--- src/sv/tbaf_pkg.sv ---
// ----------------------------------------------------------------------------
// tbaf_pkg : shared types and constants for the turbo autofire block
// Poll and result word layouts, slot settings and their decode.
// ----------------------------------------------------------------------------
package tbaf_pkg;

    localparam int CFG_REGS       = 4;
    localparam int PORT_COUNT     = 4;
    localparam int MIN_FRAMES     = 1;
    localparam int MAX_FRAMES     = 255;
    localparam int NATIVE_BUTTONS = 26;

    localparam int NATIVE_W   = 26;
    localparam int BUTTON_W   = 16;
    localparam int PORT_W     = 2;
    localparam int TRIGGER_W  = 5;
    localparam int FRAME_W    = 8;
    localparam int SLOT_REG_W = 40;
    localparam int APB_DATA_W = 64;
    localparam int APB_ADDR_W = 5;

    // one poll from the input side
    typedef struct packed {
        logic                input_blocked;
        logic [3:0]          port_errors;
        logic [NATIVE_W-1:0] native_mask_p0;
        logic [NATIVE_W-1:0] native_mask_p1;
        logic [NATIVE_W-1:0] native_mask_p2;
        logic [NATIVE_W-1:0] native_mask_p3;
        logic [BUTTON_W-1:0] buttons_in_p0;
        logic [BUTTON_W-1:0] buttons_in_p1;
        logic [BUTTON_W-1:0] buttons_in_p2;
        logic [BUTTON_W-1:0] buttons_in_p3;
    } in_word_t;

    // one result word
    typedef struct packed {
        logic [BUTTON_W-1:0] buttons_out_p0;
        logic [BUTTON_W-1:0] buttons_out_p1;
        logic [BUTTON_W-1:0] buttons_out_p2;
        logic [BUTTON_W-1:0] buttons_out_p3;
        logic [3:0]          firing_slots;
    } out_word_t;

    // stored slot settings, frame counts already clamped
    typedef struct packed {
        logic [FRAME_W-1:0]   release_frames;
        logic [FRAME_W-1:0]   hold_frames;
        logic [BUTTON_W-1:0]  out_mask;
        logic [TRIGGER_W-1:0] trigger;
        logic [PORT_W-1:0]    port;
        logic                 enable;
    } slot_cfg_t;

    // what one lane hands to the merge stage
    typedef struct packed {
        logic                fire;
        logic [PORT_W-1:0]   port;
        logic [BUTTON_W-1:0] out_mask;
    } lane_out_t;

    function automatic logic [FRAME_W-1:0] clamp_frames(input logic [FRAME_W-1:0] v);
        logic [FRAME_W-1:0] r;
        r = v;
        if (v < FRAME_W'(MIN_FRAMES))
            r = FRAME_W'(MIN_FRAMES);
        else if (v > FRAME_W'(MAX_FRAMES))
            r = FRAME_W'(MAX_FRAMES);
        return r;
    endfunction

    function automatic slot_cfg_t decode_slot(input logic [SLOT_REG_W-1:0] v);
        slot_cfg_t c;
        c.enable         = v[0];
        c.port           = (32'(v[2:1]) < PORT_COUNT) ? v[2:1] : '0;
        c.trigger        = v[7:3];
        c.out_mask       = v[23:8];
        c.hold_frames    = clamp_frames(v[31:24]);
        c.release_frames = clamp_frames(v[39:32]);
        return c;
    endfunction

    function automatic slot_cfg_t reset_slot();
        slot_cfg_t c;
        c                = '0;
        c.hold_frames    = clamp_frames('0);
        c.release_frames = clamp_frames('0);
        return c;
    endfunction

endpackage

--- src/sv/tbaf_lane.sv ---
// ----------------------------------------------------------------------------
// tbaf_lane : one autofire slot
// Holds the slot settings and its phase state, and steps once per poll.
// ----------------------------------------------------------------------------
module tbaf_lane (
    input  logic                 clk,
    input  logic                 rst_n,
    input  logic                 cfg_wr,
    input  tbaf_pkg::slot_cfg_t  cfg_wdata,
    input  logic                 step,
    input  tbaf_pkg::in_word_t   poll,
    output tbaf_pkg::slot_cfg_t  cfg,
    output tbaf_pkg::lane_out_t  result
);
    import tbaf_pkg::*;

    slot_cfg_t          cfg_reg;
    logic               firing_reg, firing_next;
    logic               seen_reg, seen_next;
    logic               await_reg, await_next;
    logic [FRAME_W-1:0] count_reg, count_next;

    logic [NATIVE_W-1:0] mask;
    logic [31:0]         mask_ext;
    logic                runnable;
    logic                port_err;
    logic                held;
    logic                fire;
    logic [FRAME_W-1:0]  count_inc;
    logic [FRAME_W-1:0]  phase_len;

    always_comb
    begin
        case (cfg_reg.port)
            2'd0:    mask = poll.native_mask_p0;
            2'd1:    mask = poll.native_mask_p1;
            2'd2:    mask = poll.native_mask_p2;
            2'd3:    mask = poll.native_mask_p3;
            default: mask = '0;
        endcase
    end

    // bits above the native width read as released
    assign mask_ext  = {{(32-NATIVE_W){1'b0}}, mask};
    assign held      = mask_ext[cfg_reg.trigger];
    assign port_err  = poll.port_errors[cfg_reg.port];
    assign runnable  = cfg_reg.enable && (cfg_reg.trigger < TRIGGER_W'(NATIVE_BUTTONS))
                       && (cfg_reg.out_mask != '0);
    assign count_inc = count_reg + FRAME_W'(1);
    assign phase_len = firing_reg ? cfg_reg.hold_frames : cfg_reg.release_frames;

    always_comb
    begin
        firing_next = firing_reg;
        seen_next   = seen_reg;
        await_next  = await_reg;
        count_next  = count_reg;
        fire        = 1'b0;
        if (!runnable || port_err)
        begin
            firing_next = 1'b0;
            seen_next   = 1'b0;
            await_next  = 1'b0;
            count_next  = '0;
        end
        else if (poll.input_blocked)
        begin
            firing_next = 1'b0;
            seen_next   = 1'b0;
            await_next  = 1'b1;
            count_next  = '0;
        end
        else if (await_reg && held)
        begin
            // still waiting for the trigger to let go
        end
        else if (!held)
        begin
            firing_next = 1'b0;
            seen_next   = 1'b0;
            await_next  = 1'b0;
            count_next  = '0;
        end
        else
        begin
            await_next = 1'b0;
            if (!seen_reg)
            begin
                firing_next = 1'b1;
                seen_next   = 1'b1;
                count_next  = '0;
            end
            else if (count_inc >= phase_len)
            begin
                firing_next = !firing_reg;
                count_next  = '0;
            end
            else
            begin
                count_next = count_inc;
            end
            fire = firing_next;
        end
    end

    always_ff @(posedge clk or negedge rst_n)
    begin
        if (!rst_n)
        begin
            cfg_reg    <= reset_slot();
            firing_reg <= 1'b0;
            seen_reg   <= 1'b0;
            await_reg  <= 1'b0;
            count_reg  <= '0;
        end
        else if (cfg_wr)
        begin
            cfg_reg    <= cfg_wdata;
            firing_reg <= 1'b0;
            seen_reg   <= 1'b0;
            await_reg  <= 1'b0;
            count_reg  <= '0;
        end
        else if (step)
        begin
            firing_reg <= firing_next;
            seen_reg   <= seen_next;
            await_reg  <= await_next;
            count_reg  <= count_next;
        end
    end

    assign cfg             = cfg_reg;
    assign result.fire     = fire;
    assign result.port     = cfg_reg.port;
    assign result.out_mask = cfg_reg.out_mask;

endmodule

--- src/sv/tbaf_merge.sv ---
// ----------------------------------------------------------------------------
// tbaf_merge : combines lane results into the output word
// ORs firing slot masks into their port words and collects fire flags.
// ----------------------------------------------------------------------------
module tbaf_merge #(
    parameter int LANE_COUNT = 4
) (
    input  tbaf_pkg::in_word_t   poll,
    input  tbaf_pkg::lane_out_t  lanes [LANE_COUNT],
    output tbaf_pkg::out_word_t  merged
);
    import tbaf_pkg::*;

    logic [BUTTON_W-1:0] words   [4];
    logic [BUTTON_W-1:0] fire_or [4];
    logic [3:0]          fire_bits;

    always_comb
    begin
        for (int p = 0; p < 4; p++)
            fire_or[p] = '0;
        fire_bits = '0;
        for (int i = 0; i < LANE_COUNT; i++)
        begin
            if (lanes[i].fire)
                fire_or[lanes[i].port] = fire_or[lanes[i].port] | lanes[i].out_mask;
            fire_bits[i] = lanes[i].fire;
        end
        words[0] = poll.buttons_in_p0 | fire_or[0];
        words[1] = poll.buttons_in_p1 | fire_or[1];
        words[2] = poll.buttons_in_p2 | fire_or[2];
        words[3] = poll.buttons_in_p3 | fire_or[3];
        for (int p = 0; p < 4; p++)
            if (p >= PORT_COUNT)
                words[p] = '0;
    end

    assign merged.buttons_out_p0 = words[0];
    assign merged.buttons_out_p1 = words[1];
    assign merged.buttons_out_p2 = words[2];
    assign merged.buttons_out_p3 = words[3];
    assign merged.firing_slots   = fire_bits;

endmodule

--- src/sv/turbo_button_autofire_top.sv ---
// ----------------------------------------------------------------------------
// turbo_button_autofire_top : per-poll turbo (autofire) macro block
// Slot lanes, merge stage, output register with skid, APB settings port.
// ----------------------------------------------------------------------------
// Usage:
//   in channel  : one word per game input poll (blocked flag, pad error bits,
//                 native masks and mapped button words of four ports).
//   out channel : one word per poll, the button words with the masks of the
//                 slots in a press phase ORed in, plus the firing_slots flags.
//   APB port    : slot settings at byte offsets 0, 8, 16, 24 (64-bit data).
//                 Hold and release counts are clamped on write and a write
//                 restarts that slot. Write only while the block is idle.
// A poll taken while the output is free shows on out_valid in the next cycle.
// Throughput: one word per cycle while in_ready is high; every lane updates
//   its slot state in the same cycle the poll is taken, and the merge OR
//   tree feeds the output register directly.
// Stall: the output register plus a one-word skid let a poll be taken while a
//   result waits; in_ready drops only when both hold words.
// Reset: asynchronous, all slots disabled with hold and release of one frame,
//   slot state cleared, no word pending.
// ----------------------------------------------------------------------------
module turbo_button_autofire_top #(
    parameter int SLOT_COUNT = 4
) (
    input  logic                                  clk,
    input  logic                                  rst_n,
    input  logic                                  in_valid,
    output logic                                  in_ready,
    input  tbaf_pkg::in_word_t                    in_data,
    output logic                                  out_valid,
    input  logic                                  out_ready,
    output tbaf_pkg::out_word_t                   out_data,
    input  logic                                  psel,
    input  logic                                  penable,
    input  logic                                  pwrite,
    input  logic [tbaf_pkg::APB_ADDR_W-1:0]       paddr,
    input  logic [tbaf_pkg::APB_DATA_W-1:0]       pwdata,
    output logic [tbaf_pkg::APB_DATA_W-1:0]       prdata,
    output logic                                  pready
);
    import tbaf_pkg::*;

    // only the first CFG_REGS slots have a register; the rest never run
    localparam int LANE_COUNT = (SLOT_COUNT < CFG_REGS) ? SLOT_COUNT : CFG_REGS;

    logic       step;
    logic       cfg_wr;
    logic [1:0] reg_idx;
    slot_cfg_t  cfg_wdata;
    slot_cfg_t  lane_cfg [LANE_COUNT];
    lane_out_t  lane_res [LANE_COUNT];
    out_word_t  merged;

    // output register and skid word
    logic      out_valid_reg, out_valid_next;
    out_word_t out_data_reg,  out_data_next;
    logic      skid_valid_reg, skid_valid_next;
    out_word_t skid_data_reg,  skid_data_next;

    assign in_ready  = !skid_valid_reg;
    assign step      = in_valid && in_ready;

    // settings port: write lands on the access phase
    assign pready    = 1'b1;
    assign cfg_wr    = psel && penable && pwrite;
    assign reg_idx   = paddr[APB_ADDR_W-1:3];
    assign cfg_wdata = decode_slot(pwdata[SLOT_REG_W-1:0]);

    always_comb
    begin
        prdata = '0;
        for (int i = 0; i < LANE_COUNT; i++)
            if (reg_idx == 2'(i))
                prdata = APB_DATA_W'(lane_cfg[i]);
    end

    // one lane per slot, all stepping on the same poll
    for (genvar g = 0; g < LANE_COUNT; g++)
    begin : g_lane
        tbaf_lane u_lane (
            .clk       (clk),
            .rst_n     (rst_n),
            .cfg_wr    (cfg_wr && (reg_idx == 2'(g))),
            .cfg_wdata (cfg_wdata),
            .step      (step),
            .poll      (in_data),
            .cfg       (lane_cfg[g]),
            .result    (lane_res[g])
        );
    end

    tbaf_merge #(
        .LANE_COUNT (LANE_COUNT)
    ) u_merge (
        .poll   (in_data),
        .lanes  (lane_res),
        .merged (merged)
    );

    // output side: the skid word drains first, new words go straight to the
    // output register unless it is held by a stalled receiver
    always_comb
    begin
        out_valid_next  = out_valid_reg;
        out_data_next   = out_data_reg;
        skid_valid_next = skid_valid_reg;
        skid_data_next  = skid_data_reg;
        if (!out_valid_reg || out_ready)
        begin
            if (skid_valid_reg)
            begin
                out_valid_next  = 1'b1;
                out_data_next   = skid_data_reg;
                skid_valid_next = 1'b0;
            end
            else
            begin
                out_valid_next = step;
                if (step)
                    out_data_next = merged;
            end
        end
        else if (step)
        begin
            skid_valid_next = 1'b1;
            skid_data_next  = merged;
        end
    end

    always_ff @(posedge clk or negedge rst_n)
    begin
        if (!rst_n)
        begin
            out_valid_reg  <= 1'b0;
            skid_valid_reg <= 1'b0;
        end
        else
        begin
            out_valid_reg  <= out_valid_next;
            skid_valid_reg <= skid_valid_next;
        end
    end

    always_ff @(posedge clk)
    begin
        out_data_reg  <= out_data_next;
        skid_data_reg <= skid_data_next;
    end

    assign out_valid = out_valid_reg;
    assign out_data  = out_data_reg;

endmodule

--- config.mk ---
export PLATFORM = sky130hd
export DESIGN_NAME = turbo_button_autofire_top
export DESIGN_NICKNAME = d
export VERILOG_FILES = /design/src/sv/tbaf_pkg.sv /design/src/sv/tbaf_lane.sv /design/src/sv/tbaf_merge.sv /design/src/sv/turbo_button_autofire_top.sv
export SDC_FILE = /design/constraint.sdc
export NUM_CORES = 1
export LEC_CHECK = 0
export ABC_CLOCK_PERIOD_IN_PS = 7200
export BUFFER_PORTS_ARGS = -buffer_cell sky130_fd_sc_hd__buf_2
export CORE_MARGIN = 2
export CORE_UTILIZATION = 35
export DETAILED_ROUTE_END_ITERATION = 10
export PLACE_DENSITY = 0.58
export SYNTH_ARGS = -nofsm -noshare
export SYNTH_HDL_FRONTEND = slang
export SYNTH_SLANG_ARGS = --single-unit
--- constraint.sdc ---
create_clock -name clk -period 7.2 [get_ports clk]
set_clock_uncertainty 0.2 [all_clocks]
set_input_delay 0.36 -clock clk [delete_from_list [all_inputs] [get_ports clk]]
set_output_delay 0.36 -clock clk [all_outputs]
set_load 0.02 [all_outputs]
**After elaboration in Yosys (flattened, before gate mapping)**

Cells that the tools add are included.
Widths: inputs -> output; s select.

- Divide/modulo/power cells: 0
- Equality and inequality tests: 19
- Add/sub/neg operators: 4
- $mul: 0
- $lt $le $gt $ge: 28
- Mux-type cells: 184
- Bitwise logic cells: 14
- Shift-type cells: 0
- Reductions and logical operators: 59

Operators with widths:

| operator | number |
|---|---|
| $mux 64 | 7 |
| $pmux 26 s4 | 4 |
| $mux 8 | 40 |
| $bwmux 64 | 3 |
| $mux 16 | 12 |
| $mux 68 | 2 |
| $bmux 16 s2 | 4 |
| $demux 16 s2 | 4 |
| $or 16x16->16 | 8 |
| $mux 1 | 99 |
| $and 64x64->64 | 1 |
| $reduce_bool 16->1 | 4 |
| $mux 40 | 1 |
| $add 8x1->8 const B | 4 |
| $ge 8x8->1 | 4 |
| $lt 5x6->1 const B | 4 |
| $logic_and 1x1->1 | 23 |
| $bmux 1 s5 | 4 |
| $eq 2x2->1 const B | 10 |
| $lt 5x5->1 const B | 4 |
| $gt 8x8->1 const B | 2 |
| $lt 8x1->1 const B | 2 |
| $ne 4x2->1 const B | 4 |
| $ge 3x3->1 const B | 4 |
| 11 further kinds | 54 |

- Bits in latches: 0
- Input port bits: 249
- Memory bits (writable): 0
- Output and inout bits: 135
- Memory bits (read-only): 0
- Register bits after elaboration: 342
- Memories: 0
- Logic and storage cells: 360

**Longest topological paths before layout**

- Depth in word-level cells: 30
- Depth in mapped cells: 17
- Gate-level depth less buffers: 16

**By module**

Synthesis repeated with hierarchy kept, for this count alone.

- Cell total of the unflattened synthesis: 2027
- Area total of the unflattened synthesis: 23363.7 µm²

Modules (own cells, without submodules):

| module | area each (µm²) | cells an instance | times used |
|---|---|---|---|
| tbaf_lane (g_lane[0].u_lane ...) | 3489.6 | 294 | 2 |
| turbo_button_autofire_top | 6318.6 | 326 | 1 |
| tbaf_lane (g_lane[3].u_lane) | 3642.2 | 336 | 1 |
| tbaf_lane (g_lane[2].u_lane) | 3639.7 | 328 | 1 |
| tbaf_merge | 2783.9 | 449 | 1 |

**Least setup slack after synthesis**

Ideal clock, no wire load.

- Path type: reg-to-reg
- Start point: register g_lane[0].u_lane.firing_reg
- End point: register out_data_reg, in the netlist out_data[42], data pin
- Library setup time: 0.132 ns
- Data arrival time: 4.340 ns
- Buffers on the path: 1
- Required time: 6.868 ns
- Path slack: 2.528 ns
- Stages on the path, launching flop included: 15
- Path through: dfrtp_1 > buf_1 > mux2_2 > ha_1 > nand2b_1 > a2111oi_0 > or4_1 > nand4b_1 > nor3_4 > a31oi_1 > or4_4 > o2111a_1 > a221o_1 > a2111oi_4 > o32a_1

- Longest elaborated chain between the ends: 30
- Elaborated cells on any way between the ends: 31
- Classes of those cells: 1 x order compare; 25 x mux; 4 x bitwise; 1 x reduce/logical

Ends and longest elaborated chain:

| element | line | RTL |
|---|---|---|
| from (decl) | tbaf_lane.sv:18 | `logic firing_reg, firing_next;` |
| from (signal assigned) | tbaf_lane.sv:126 | `firing_reg <= firing_next;` |
| $mux 8 | tbaf_lane.sv:50 | `assign phase_len = firing_reg ? cfg_reg.hold_frames : cfg_reg.release_frames;` |
| $ge 8x8->1 | tbaf_lane.sv:93 | `else if (count_inc >= phase_len)` |
| $mux 1 (*) | tbaf_lane.sv:93 |  |
| $mux 1 (*) | tbaf_lane.sv:87 | `if (!seen_reg)` |
| $mux 1 (*) | tbaf_lane.sv:77 | `else if (!held)` |
| $mux 1 (*) | tbaf_lane.sv:73 | `else if (await_reg && held)` |
| $mux 1 (*) | tbaf_lane.sv:66 | `else if (poll.input_blocked)` |
| $mux 1 (*) | tbaf_lane.sv:59 | `if (!runnable \|\| port_err)` |
| [13 not listed] | -- |  |
| $bmux 16 s2 | tbaf_merge.sv:26 | `fire_or[lanes[i].port] = fire_or[lanes[i].port] \| lanes[i].out_mask;` |
| $mux 16 (implied by the code) (2 in a row) | tbaf_merge.sv:26 |  |
| $or 16x16->16 | tbaf_merge.sv:26 |  |
| $bwmux 64 | tbaf_merge.sv:26 |  |
| $mux 64 (*) | tbaf_merge.sv:25 | `if (lanes[i].fire)` |
| $or 16x16->16 (*) | tbaf_merge.sv:30 | `words[1] = poll.buttons_in_p1 \| fire_or[1];` |
| $mux 68 (*) | turbo_button_autofire_top.sv:119 | `if (step)` |
| $mux 68 (*) | turbo_button_autofire_top.sv:110 | `if (skid_valid_reg)` |
| to (signal assigned) | turbo_button_autofire_top.sv:146 | `out_data_reg <= out_data_next;` |
| to (decl) | turbo_button_autofire_top.sv:56 | `out_word_t out_data_reg, out_data_next;` |

Every way passes the cells marked *; elsewhere a longest branch is shown, timed or not. The select of a mux whose other input is x is not followed.
A chain may end at the register's enable or synchronous reset.

**Final worst setup path**

- Start point: register g_lane[0].u_lane.firing_reg
- End point: register out_data_reg, in the netlist out_data[37], data pin

The elaborated chain is that of the path after synthesis.

==> qor.csv <==
metric,value,unit
status,completed,
routed length per placed instance,27.0,µm
worst setup margin,1460,ps
"area leader, netlist",dfrtp_1,
fmax,174,MHz
Post-synth EDFFs,136,
DRT Pass-1 Iters,6,
"Req. time, crit path",7390,ps
Detailed Route WL,88.3,mm
Final TNS setup,0,ps
sequential share of the synthesized area,41.1,%
met1 wire length,38.8,mm
Initial Util,35.5,%
min cycle time layout,5740,ps
pwr dens,263,nW/µm²
initial DRC count,2148,
Port Buffers,331,
vias in the first global route,19400,
final core utilization,42.3,%
Filler cells,6035,
Post-CTS Setup Bufs,0,
uppermost routed layer,met5,
crit path cell chain,buf_4 > mux2_2 > ha_1 > nand2b_1 > a2111oi_0 > or4_1 > nand4b_1 > nor3_4 > and3b_1 > o211a_1 > o21ai_0 > a41o_1 > a2111o_1 > a32oi_1,
worst skew pair latency,560,ps
critical path class,flip-flop to flip-flop,
Bufs and invs on worst path,1,
"Setup violations, final",0,
top cell type's share of synthesized area,22.0,%
placed cell count,3122,
clk slew on worst S/H paths,60,ps
"Distinct cells, synth",85,
first-pass GRT wire length,131,mm
CP startpoint kind,flip-flop,
initial antenna violation count,12,
main flop type after synthesis,dfrtp_1,
asr flop ratio synth,60.2,%
total gr overflow,0,
Top delay family on crit path,compound AO/OA/AOI/OAI gates,
CORE AREA,63300,µm²
Final nets,2676,
DRC,0,
TritonCTS clock tree,built,
DR vias,19900,
register bit count reported by yosys,342,
Finished Layout Cells,3270,
# clock sinks,342,
DP Wirelength,64.3,mm
Critical R2R Launch,g_lane[0].u_lane.firing_reg,
worst slack at placement,1600,ps
DR WL met2,39.5,mm
htree depth,2,
layout cells sized above 1,32.4,%
most area-consuming cells after synthesis,"dfrtp_1 22%, edfxtp_1 18%, mux2_2 12%, mux4_2 7.7%, nand2_1 3.8%",
Post-Syn Area per Cell,11.0,µm²
Worst Hold Class,input pin to flip-flop,
crit path DAT,5930,ps
worst vdd ir,151,µV
"Hold Vio Cnt, Final",0,
CP max-delay cell,a2111oi_0,
Setup crit end kind,flip-flop,
Mapped Cells,2049,
Final Cycle Share,79.7,%
max FFs per register,160,
Die W,258,µm
routability congestion estimate from global placement,0.968,
Commonest cells post-synth,"234 x mux2_2, 230 x nand2_1, 198 x dfrtp_1",
RSZ-0062 raised after global routing,no,
ANT nets after route,0,
CP peak stage delay,770,ps
CTS resizes,0,
leakage power,11.0,nW
Syn-to-layout area delta,18.9,%
total CTS buffers,37,
All-Layer GR Usage,26.0,%
Yosys warnings,0,
MaxCap Viol Count,0,
Post-Syn Area,22500,µm²
largest net degree at the start of global routing,135,
area of the die,66300,µm²
CP startpoint,g_lane[0].u_lane.firing_reg,
clk buf depth,3,
Root Buffer Master,clkbuf_16,
hold_sp,in_data[23],
CP Max Fanout,14,
die height,258,µm
cell row count,92,
most numerous cell in the Yosys netlist,mux2_2,
slew at the pin closest to its max-slew limit,1160,ps
num ports,384,
vias per cell,6.09,
Slew headroom,22.1,%
Final Slew Violations,0,
met3 routed WL,6.97,mm
[where the power goes]
group	total [W]	switching, W	internal, W
logic	0.00237	0.00137	0.000994
clock network	0.00186	0.000812	0.00104
registers	0.00282	0.000499	0.00232
[worst reg2reg max path, delay by kind of cell (launching register included)]
family | cells | cell delay [ps]
simple gates | 5 | 1740
compound gates | 6 | 2210
buf+inv | 1 | 270
mux | 1 | 380
fa+ha+maj | 1 | 270
flops | 1 | 510
[stage by stage]
| stage | hold WS, ps | total power [W] | area (µm²) |
|---|---|---|---|
| floorplan | -136 | 0.00420 | 22600 |
| global placement | 276 | 0.00508 | 24800 |
| detailed placement | 279 | 0.00511 | 24800 |
| CTS | 6.65 | 0.00702 | 26700 |
| global route | 19.5 | 0.00733 | 26800 |
| finish | 29.1 | 0.00704 | 26800 |
[cell families after synthesis]
family | Yosys count | share of synthesized area (%)
AND/OR/NAND/NOR | 592 | 13.0
AO/OA/AOI/OAI | 451 | 15.4
other | 2 | 0.0334
buffers and inverters | 209 | 4.46
flip-flops | 342 | 41.1
multiplexers | 389 | 22.9
adder cells (fa/ha/maj) | 36 | 2.00
XOR/XNOR | 28 | 1.09
[area by class of cell]
| cell class | count | area, µm² | area share (%) |
|---|---|---|---|
| Multi-Input combinational cell | 1521 | 12400 | 46.3 |
| Sequential cell | 342 | 9250 | 34.6 |
| Timing Repair Buffer | 448 | 2740 | 10.2 |
| Tap cell | 846 | 1060 | 3.96 |
| Clock buffer | 50 | 1020 | 3.83 |
| Inverter | 41 | 154 | 0.575 |
| Clock inverter | 15 | 126 | 0.472 |
| Antenna cell | 7 | 17.5 | 0.0655 |
[layout by cell type, fill, tap and decap left out, types with 70 or more instances in the layout]
master | Yosys | final
buf_2 | 31 | 329
dfrtp_1 | 198 | 196
dlygate4sd3_1 | 0 | 76
edfxtp_1 | 136 | 136
mux2_2 | 234 | 234
mux2i_1 | 70 | 70
mux4_2 | 77 | 77
nand2_1 | 230 | 229
nor2_1 | 89 | 88
o21ai_0 | 72 | 72
[metal layers]
metal	GRT usage, %	vias to the layer above
met5	0	-
met2	39.7	1070
li1	-	8631
met1	37.7	10000
met3	4.18	171
met4	8.27	4
[worst paths after layout]
check / to / slack [ps] / cells after the start
min in group asynchronous: g_lane[0].u_lane.cfg[34] / 370 / 2
hold / removal: skid_data_reg[27] / 30 / 3
setup / recovery: out_data[37] / 1460 / 14
hold reg to reg: g_lane[2].u_lane.count_reg[7] / 300 / 2
max in group asynchronous: g_lane[3].u_lane.cfg[1] / 4790 / 3
setup reg to reg: out_data[37] / 1460 / 14
[timing repair]
item	4_1_cts	5_1_grt
hold endpoints to repair	323	0
hold buffers	76	0
endpoints found under the setup margin	0	0
Note: power is estimated with default switching activity, not from simulation.
